<file path="src/plr_pkg.sv">
// shared types and constants of the polyline rasterizer
`default_nettype none

package plr_pkg;

    localparam int POS_W       = 15;  // vertex coordinate width
    localparam int DELTA_W     = 16;  // signed vertex-to-vertex difference
    localparam int CELL_W      = 5;   // cell index width on the output bus
    localparam int IN_TDATA_W  = 32;
    localparam int OUT_TDATA_W = 16;

    // one segment handed from the front end to the walker
    typedef struct packed {
        logic [POS_W-1:0] ax;
        logic [POS_W-1:0] ay;
        logic [POS_W-1:0] cx;
        logic [POS_W-1:0] cy;
    } seg_t;

    // control of the shared multiply-accumulate unit
    typedef struct packed {
        logic mul;   // register a new product
        logic load;  // accumulator takes the product
        logic sub;   // accumulator subtracts the product
    } mac_ctrl_t;

endpackage

`default_nettype wire

</file>
<file path="src/polyline_four_connected_rasterizer.sv">
// top level of the four-connected polyline rasterizer
//
// Vertices arrive one request at a time on the slave stream; each is rounded to
// the nearest grid cell and, unless it opens a curve, the segment from the
// previous vertex is walked and its cells leave on the master stream in order,
// with tlast on the last cell of each segment. A vertex that opens a curve (or
// the first one after reset) is taken and emits nothing. The single shared
// multiplier evaluates four products for the corner cell of every diagonal
// step, one after another. s_tready is low while a segment is being walked;
// the last cell may still sit in the output register while the next vertex
// is taken.
`default_nettype none

module polyline_four_connected_rasterizer #(
    parameter int GRID_SIZE = 32,
    parameter int FRAC_BITS = 10
) (
    input  wire                                 clk,
    input  wire                                 rst_n,
    input  wire                                 s_tvalid,
    output logic                                s_tready,
    input  wire [plr_pkg::IN_TDATA_W-1:0]       s_tdata,   // pos_x, pos_y
    input  wire                                 s_tuser,   // curve_start
    output logic                                m_tvalid,
    input  wire                                 m_tready,
    output logic [plr_pkg::OUT_TDATA_W-1:0]     m_tdata,   // cell_x, cell_y
    output logic                                m_tlast    // segment_end
);

    localparam int POS_W = plr_pkg::POS_W;

    logic [POS_W-1:0] prev_x_reg, prev_y_reg;
    logic             have_prev_reg;
    logic [POS_W-1:0] pos_x, pos_y;
    logic             accept;
    logic             walk_start;
    logic             busy;
    plr_pkg::seg_t    seg;

    assign pos_x      = s_tdata[POS_W-1:0];
    assign pos_y      = s_tdata[2*POS_W-1:POS_W];
    assign s_tready   = !busy;
    assign accept     = s_tvalid && s_tready;
    assign walk_start = accept && !s_tuser && have_prev_reg;

    always_comb
    begin
        seg.ax = prev_x_reg;
        seg.ay = prev_y_reg;
        seg.cx = pos_x;
        seg.cy = pos_y;
    end

    always_ff @(posedge clk or negedge rst_n)
    begin
        if (!rst_n)
        begin
            prev_x_reg    <= '0;
            prev_y_reg    <= '0;
            have_prev_reg <= 1'b0;
        end
        else if (accept)
        begin
            prev_x_reg    <= pos_x;
            prev_y_reg    <= pos_y;
            have_prev_reg <= 1'b1;
        end
    end

    plr_walk #(
        .GRID_SIZE (GRID_SIZE),
        .FRAC_BITS (FRAC_BITS)
    ) u_walk (
        .clk      (clk),
        .rst_n    (rst_n),
        .start    (walk_start),
        .seg      (seg),
        .busy     (busy),
        .m_tvalid (m_tvalid),
        .m_tready (m_tready),
        .m_tdata  (m_tdata),
        .m_tlast  (m_tlast)
    );

endmodule

`default_nettype wire

</file>
<file path="src/plr_mac.sv">
// shared signed multiply-accumulate unit for the cross products
`default_nettype none

module plr_mac #(
    parameter int OB_W = 23
) (
    input  wire                               clk,
    input  wire                               rst_n,
    input  plr_pkg::mac_ctrl_t                ctrl,
    input  wire signed [plr_pkg::DELTA_W-1:0] op_a,
    input  wire signed [OB_W-1:0]             op_b,
    output logic [plr_pkg::DELTA_W+OB_W:0]    mag
);

    localparam int PW = plr_pkg::DELTA_W + OB_W;
    localparam int AW = PW + 1;

    logic signed [PW-1:0] prod_reg;
    logic signed [AW-1:0] acc_reg;
    logic signed [AW-1:0] prod_ext;

    assign prod_ext = AW'(prod_reg);
    assign mag      = acc_reg[AW-1] ? unsigned'(-acc_reg) : unsigned'(acc_reg);

    always_ff @(posedge clk or negedge rst_n)
    begin
        if (!rst_n)
        begin
            prod_reg <= '0;
            acc_reg  <= '0;
        end
        else
        begin
            if (ctrl.mul)
            begin
                prod_reg <= PW'(op_a) * PW'(op_b);
            end
            if (ctrl.load)
            begin
                acc_reg <= prod_ext;
            end
            else if (ctrl.sub)
            begin
                acc_reg <= acc_reg - prod_ext;
            end
        end
    end

endmodule

`default_nettype wire

</file>
<file path="src/plr_walk.sv">
// segment walker: rounding, bresenham stepping and corner cell choice
`default_nettype none

module plr_walk #(
    parameter int GRID_SIZE = 32,
    parameter int FRAC_BITS = 10
) (
    input  wire                                  clk,
    input  wire                                  rst_n,
    input  wire                                  start,
    input  plr_pkg::seg_t                        seg,
    output logic                                 busy,
    output logic                                 m_tvalid,
    input  wire                                  m_tready,
    output logic [plr_pkg::OUT_TDATA_W-1:0]      m_tdata,
    output logic                                 m_tlast
);

    localparam int POS_W = plr_pkg::POS_W;
    localparam int FW    = plr_pkg::DELTA_W;
    localparam int OW    = plr_pkg::CELL_W;
    localparam int CW    = $clog2(GRID_SIZE);
    localparam int EW    = CW + 2;
    localparam int SW    = POS_W + 1;
    localparam int NW    = CW + FRAC_BITS;
    localparam int DW    = ((NW > POS_W) ? NW : POS_W) + 1;
    localparam int MW    = FW + DW + 1;
    localparam int HALF  = 1 << (FRAC_BITS - 1);

    typedef enum logic [3:0] {
        S_IDLE, S_ROUND, S_PREP, S_STEP,
        S_MA0, S_MA1, S_MA2, S_MB0, S_MB1, S_MB2, S_DIAG
    } state_t;

    state_t                state_reg;
    plr_pkg::seg_t         seg_reg;
    logic signed [FW-1:0]  fdx_reg, fdy_reg;
    logic [CW-1:0]         x_reg, y_reg, x2_reg, y2_reg;
    logic [CW-1:0]         ca_x_reg, ca_y_reg;
    logic                  xmaj_reg, sxn_reg, syn_reg;
    logic signed [EW-1:0]  e_reg, inc1_reg, inc2_reg;
    logic [CW-1:0]         cnt_reg;
    logic [MW-1:0]         a_mag_reg;
    logic                  ovalid_reg, olast_reg;
    logic [CW-1:0]         ox_reg, oy_reg;

    // setup helpers
    logic signed [CW:0]    ddx, ddy;
    logic [CW-1:0]         adx, ady, dmaj, dmin;
    logic                  xmaj;
    logic signed [EW-1:0]  two_min, two_maj, e0, inc2;

    // step helpers
    logic                  out_free;
    logic                  emit;
    logic [CW-1:0]         x_inc, x_dec, y_inc, y_dec, x_stp, y_stp;

    plr_pkg::mac_ctrl_t    mac_ctrl;
    logic signed [FW-1:0]  op_a;
    logic signed [DW-1:0]  op_b;
    logic [MW-1:0]         mag;

    function automatic logic [CW-1:0] to_cell(input logic [POS_W-1:0] p);
        logic [SW-1:0] v;
        v = ({1'b0, p} + SW'(HALF)) >> FRAC_BITS;
        if (v > SW'(GRID_SIZE - 1))
        begin
            v = SW'(GRID_SIZE - 1);
        end
        return v[CW-1:0];
    endfunction

    function automatic logic signed [DW-1:0] node_diff(input logic [CW-1:0] k,
                                                       input logic [POS_W-1:0] a);
        logic [NW-1:0] node;
        node = {k, {FRAC_BITS{1'b0}}};
        return $signed(DW'(node)) - $signed(DW'(a));
    endfunction

    always_comb
    begin
        ddx     = $signed({1'b0, x2_reg}) - $signed({1'b0, x_reg});
        ddy     = $signed({1'b0, y2_reg}) - $signed({1'b0, y_reg});
        adx     = ddx[CW] ? CW'(-ddx) : ddx[CW-1:0];
        ady     = ddy[CW] ? CW'(-ddy) : ddy[CW-1:0];
        xmaj    = !(adx < ady);
        dmaj    = xmaj ? adx : ady;
        dmin    = xmaj ? ady : adx;
        two_min = $signed({1'b0, dmin, 1'b0});
        two_maj = $signed({1'b0, dmaj, 1'b0});
        e0      = two_min - $signed(EW'(dmaj));
        inc2    = two_min - two_maj;
    end

    assign out_free = !ovalid_reg || m_tready;
    assign emit     = out_free && ((state_reg == S_STEP) || (state_reg == S_DIAG));
    assign x_inc    = x_reg + 1'b1;
    assign x_dec    = x_reg - 1'b1;
    assign y_inc    = y_reg + 1'b1;
    assign y_dec    = y_reg - 1'b1;
    assign x_stp    = sxn_reg ? x_dec : x_inc;
    assign y_stp    = syn_reg ? y_dec : y_inc;

    // operand selection for the shared unit
    always_comb
    begin
        mac_ctrl = '0;
        op_a     = fdy_reg;
        op_b     = node_diff(x_reg, seg_reg.ax);
        unique case (state_reg)
            S_MA0:
            begin
                mac_ctrl.mul = 1'b1;
                op_b         = node_diff(ca_x_reg, seg_reg.ax);
            end
            S_MA1:
            begin
                mac_ctrl.mul  = 1'b1;
                mac_ctrl.load = 1'b1;
                op_a          = fdx_reg;
                op_b          = node_diff(ca_y_reg, seg_reg.ay);
            end
            S_MB0:
            begin
                mac_ctrl.mul = 1'b1;
            end
            S_MB1:
            begin
                mac_ctrl.mul  = 1'b1;
                mac_ctrl.load = 1'b1;
                op_a          = fdx_reg;
                op_b          = node_diff(y_reg, seg_reg.ay);
            end
            S_MA2, S_MB2:
            begin
                mac_ctrl.sub = 1'b1;
            end
            default:
            begin
                mac_ctrl = '0;
            end
        endcase
    end

    plr_mac #(
        .OB_W (DW)
    ) u_mac (
        .clk   (clk),
        .rst_n (rst_n),
        .ctrl  (mac_ctrl),
        .op_a  (op_a),
        .op_b  (op_b),
        .mag   (mag)
    );

    always_ff @(posedge clk or negedge rst_n)
    begin
        if (!rst_n)
        begin
            state_reg  <= S_IDLE;
            seg_reg    <= '0;
            fdx_reg    <= '0;
            fdy_reg    <= '0;
            x_reg      <= '0;
            y_reg      <= '0;
            x2_reg     <= '0;
            y2_reg     <= '0;
            ca_x_reg   <= '0;
            ca_y_reg   <= '0;
            xmaj_reg   <= 1'b0;
            sxn_reg    <= 1'b0;
            syn_reg    <= 1'b0;
            e_reg      <= '0;
            inc1_reg   <= '0;
            inc2_reg   <= '0;
            cnt_reg    <= '0;
            a_mag_reg  <= '0;
            ovalid_reg <= 1'b0;
            olast_reg  <= 1'b0;
            ox_reg     <= '0;
            oy_reg     <= '0;
        end
        else
        begin
            if (m_tready && !emit)
            begin
                ovalid_reg <= 1'b0;
            end
            unique case (state_reg)
                S_IDLE:
                begin
                    if (start)
                    begin
                        seg_reg   <= seg;
                        state_reg <= S_ROUND;
                    end
                end
                S_ROUND:
                begin
                    x_reg     <= to_cell(seg_reg.ax);
                    y_reg     <= to_cell(seg_reg.ay);
                    x2_reg    <= to_cell(seg_reg.cx);
                    y2_reg    <= to_cell(seg_reg.cy);
                    fdx_reg   <= $signed({1'b0, seg_reg.cx}) - $signed({1'b0, seg_reg.ax});
                    fdy_reg   <= $signed({1'b0, seg_reg.cy}) - $signed({1'b0, seg_reg.ay});
                    state_reg <= S_PREP;
                end
                S_PREP:
                begin
                    sxn_reg   <= ddx[CW];
                    syn_reg   <= ddy[CW];
                    xmaj_reg  <= xmaj;
                    e_reg     <= e0;
                    inc1_reg  <= two_min;
                    inc2_reg  <= inc2;
                    cnt_reg   <= dmaj;
                    state_reg <= S_STEP;
                end
                S_STEP:
                begin
                    if (out_free)
                    begin
                        ovalid_reg <= 1'b1;
                        ox_reg     <= x_reg;
                        oy_reg     <= y_reg;
                        olast_reg  <= (cnt_reg == '0);
                        if (cnt_reg == '0)
                        begin
                            state_reg <= S_IDLE;
                        end
                        else
                        begin
                            cnt_reg <= cnt_reg - 1'b1;
                            if (xmaj_reg)
                            begin
                                x_reg <= x_stp;
                            end
                            else
                            begin
                                y_reg <= y_stp;
                            end
                            if (e_reg[EW-1])
                            begin
                                e_reg <= e_reg + inc1_reg;
                            end
                            else
                            begin
                                // corner candidate keeps the old major coordinate
                                ca_x_reg  <= xmaj_reg ? x_reg : x_stp;
                                ca_y_reg  <= xmaj_reg ? y_stp : y_reg;
                                state_reg <= S_MA0;
                            end
                        end
                    end
                end
                S_MA0:
                begin
                    state_reg <= S_MA1;
                end
                S_MA1:
                begin
                    state_reg <= S_MA2;
                end
                S_MA2:
                begin
                    state_reg <= S_MB0;
                end
                S_MB0:
                begin
                    a_mag_reg <= mag;
                    state_reg <= S_MB1;
                end
                S_MB1:
                begin
                    state_reg <= S_MB2;
                end
                S_MB2:
                begin
                    state_reg <= S_DIAG;
                end
                S_DIAG:
                begin
                    if (out_free)
                    begin
                        ovalid_reg <= 1'b1;
                        olast_reg  <= 1'b0;
                        // ties go to the cell on the new major coordinate
                        if (a_mag_reg < mag)
                        begin
                            ox_reg <= ca_x_reg;
                            oy_reg <= ca_y_reg;
                        end
                        else
                        begin
                            ox_reg <= x_reg;
                            oy_reg <= y_reg;
                        end
                        if (xmaj_reg)
                        begin
                            y_reg <= y_stp;
                        end
                        else
                        begin
                            x_reg <= x_stp;
                        end
                        e_reg     <= e_reg + inc2_reg;
                        state_reg <= S_STEP;
                    end
                end
                default:
                begin
                    state_reg <= S_IDLE;
                end
            endcase
        end
    end

    assign busy     = (state_reg != S_IDLE);
    assign m_tvalid = ovalid_reg;
    assign m_tlast  = olast_reg;
    assign m_tdata  = plr_pkg::OUT_TDATA_W'({OW'(oy_reg), OW'(ox_reg)});

endmodule

`default_nettype wire

</file>
<file path="config.mk">
export PLATFORM = sky130hd
export DESIGN_NAME = polyline_four_connected_rasterizer
export DESIGN_NICKNAME = d
export VERILOG_FILES = /design/src/plr_pkg.sv /design/src/polyline_four_connected_rasterizer.sv /design/src/plr_mac.sv /design/src/plr_walk.sv
export SDC_FILE = /design/constraint.sdc
export NUM_CORES = 2
export LEC_CHECK = 0
export BUFFER_PORTS_ARGS = -buffer_cell sky130_fd_sc_hd__clkbuf_2
export CAP_MARGIN = 20
export CORE_ASPECT_RATIO = 0.9
export CORE_UTILIZATION = 40
export DETAILED_ROUTE_END_ITERATION = 12
export PLACE_DENSITY = 0.56
export SLEW_MARGIN = 20
export SYNTH_ARGS = -nofsm -noshare
export SYNTH_HDL_FRONTEND = slang
export SYNTH_HIERARCHICAL = 1
export SYNTH_SLANG_ARGS = --single-unit
</file>
<file path="constraint.sdc">
create_clock -name clk -period 10.65 [get_ports clk]
set_clock_uncertainty 0.1 [all_clocks]
set_input_delay 1.065 -clock clk [delete_from_list [all_inputs] [get_ports clk]]
set_output_delay 1.065 -clock clk [all_outputs]
set_load 0.02 [all_outputs]
</file>
==> impl_metrics.py <==
metrics = {
    "timing": {
        "period_needed_ps": 9590,
        "worst_pin_slew_ps": 1100,
        "finalMaxSlewViolations": 0,
        "slew_headroom_pct": 26.4,
        "setup_ws_ps": 1060,
        "final-hold-violation-count": 0,
        "max_freq_mhz": 104,
        "fin_hold_ws_ps": 350,
        "tns_ps": 0,
        "fin_crit_sh_pct": 90.0,
        "rsz0062_at_grt": "false",
        "setup_violations": 0,
    },
    "grt": {
        "grt_pass1_vias": 21400,
        "grt_pass1_wl_um": 117000,
        "overflow": 0,
        "grt_max_degree": 166,
        "grt_use_total_pct": 19.5,
        "grt_antenna_before_repair": 0,
    },
    "synth": {
        "synth_cells": 3227,
        "yosysSeqAreaShare_pct": 24.9,
        "netlist_area_um2": 29400,
        "async_flop_share_pct": 100,
        "synth_edf_count": 0,
        "synth_area_per_cell_um2": 9.11,
        "ys_seq_elements": 292,
        "yosys_warnings": 6,
        "ys_types": 88,
        "synth-main-ff-cell": "dfrtp_1",
    },
    "die": {
        "die_area_um2": 74600,
        "fp.dieH_um": 259,
        "io_pins": 56,
        "core_area_um2": 72100,
        "start_util_pct": 40.8,
        "rows": 93,
        "die_x_um": 288,
    },
    "min_path": {
        "hp-class": "primary input to async pin",
    },
    "drt": {
        "drt_iter0_drc": 1213,
        "routedWlPerCell_um": 16.7,
        "route.detailed.drc": 2,
        "antenna_left": 0,
        "viasPerCell": 5.07,
        "via_count": 21400,
        "dr.pass1.iters": 9,
        "postRouteWirelength_um": 70300,
    },
    "layout": {
        "final_cell_mix": "inv_1 (492), nand2_1 (341), dfrtp_1 (292)",
        "diodes": 0,
        "nets": 3777,
        "area_growth_syn_to_layout_pct": 8.84,
        "fill_cells": 7155,
        "seqCellArea_um2": 7310,
        "multi_input_area_um2": 19800,
        "final_common_cell": "inv_1",
        "drive_above_1_share_pct": 9.52,
        "final_cell_area_um2": 32000,
        "largest_reg_flops": 60,
    },
    "setup_path": {
        "worstPathMaxFanout": 13,
        "ff2ff_setup_slack_ps": 1060,
        "cpLargestDelayFamily": "adder cells",
        "crit_path_end_kind": "flip-flop",
        "reg2reg_depth": 31,
        "slowest_delay_ps": 780,
        "cp.arrival_ps": 9900,
        "startpoint_type": "flip-flop",
        "slowest_stage": "o31ai_1",
        "rr_startpoint": "u_walk/state_reg[3]",
        "timing.rr.end": "u_walk/u_mac/prod_reg[29]",
        "path_common_cell": "fa_1",
        "worstPathBufferInverterCount": 4,
        "critPathKind": "flip-flop to flip-flop",
        "critPathRequiredTime_ps": 10960,
    },
    "cts": {
        "cts_tree": "done",
        "clk_latency_ps": 580,
        "clk_pin_slew_ps": 50,
        "numCtsBuffers": 38,
        "clk_path_buf_depth": 3,
        "htree_num_levels": 2,
        "cts-root-buf": "clkbuf_16",
        "postCtsSetupBuffers": 0,
        "holdBufCountCts": 0,
        "cts.sinks": 292,
        "post_cts_resize_count": 0,
    },
    "place": {
        "placed_area_um2": 30700,
        "detailedPlacementHpwl_um": 53800,
        "pre_cts_ws_ps": 1140,
        "io_buffers": 47,
        "routabilityCongestion": 0.846,
    },
    "outcome": {
        "violations": "design-rule violations",
        "status": "finished with violations",
    },
    "run": {
        "cap_violations": 0,
    },
}
stage by stage:
| step | utilization (%) | cells |
|---|---|---|
| floorplan | - | 3232 |
| detailed placement | 42.5 | 4149 |
| global route | 44.4 | 4217 |
| CTS | 44.4 | 4217 |
| finish | 44.4 | 4217 |
| global placement | 42.5 | 4149 |
area by class of cell:
type | count | area share [%]
inverter | 493 | 5.78
clock buffer | 51 | 3.37
multi-input combinational | 2331 | 61.9
tap | 950 | 3.71
timing repair buffer | 83 | 1.65
clock inverter | 17 | 0.770
sequential | 292 | 22.8
per-layer routing:
layer / wire length, um / vias to the layer above / GRT usage, %
met4: 986 / 0 / 3.45
li1: - / 10700 / -
met5: 0 / - / 0
met2: 28900 / 323 / 28.6
met3: 2640 / 60 / 2.34
met1: 37700 / 10300 / 30.6
cell usage after synthesis (all sizes together) (6+ instances only):
library cell	n	share of area [%]
o21a	19	0.49
ha	230	9.8
buf	33	0.72
a21o	55	1.4
o22ai	8	0.17
nand2b	32	0.68
a21oi	154	2.6
nor3	46	0.78
or3	25	0.58
a22oi	7	0.18
o31ai	28	0.76
nand2	342	4.4
o21ai	230	3.9
xnor2	114	3.4
and2	133	2.8
nor4	8	0.17
o21bai	14	0.36
clkbuf	83	1.1
a31o	7	0.21
a21boi	7	0.18
a31oi	26	0.57
a211oi	17	0.43
nand4	13	0.28
dfrtp	292	25
and3	21	0.45
mux2	128	5.3
xor2	44	1.3
nor2b	23	0.49
a22o	6	0.18
nand3	47	0.80
inv	492	6.3
fa	271	18
mux2i	44	1.6
nor2	142	1.8
logic make-up (layout without fill, tap and decap cells):
kind of cell / Yosys count / after routing / synth area share (%)
AO/OA/AOI/OAI: 633 / 633 / 13.2
buffers and inverters: 609 / 644 / 8.08
other: 1 / 6 / 0.0128
AND/OR/NAND/NOR: 856 / 856 / 13.9
multiplexers: 172 / 172 / 6.83
flip-flops: 292 / 292 / 24.9
adder cells (fa/ha/maj): 506 / 506 / 28.4
XOR/XNOR: 158 / 158 / 4.73
worst max-delay path by stage:
stage	from	endpoint	cells after the start
3_3_place_gp	u_walk/state_reg[3]	u_walk/u_mac/prod_reg[29]	31
3_5_place_dp	u_walk/state_reg[3]	u_walk/u_mac/prod_reg[29]	31
2_1_floorplan	u_walk/state_reg[3]	u_walk/u_mac/prod_reg[29]	32
5_1_grt	u_walk/state_reg[3]	u_walk/u_mac/prod_reg[29]	31
4_1_cts	u_walk/state_reg[3]	u_walk/u_mac/prod_reg[29]	31
6_report	u_walk/state_reg[3]	u_walk/u_mac/prod_reg[29]	31
Power is not shown: default switching activity piles up to over one toggle a cycle in this logic, so the estimate is an artifact.
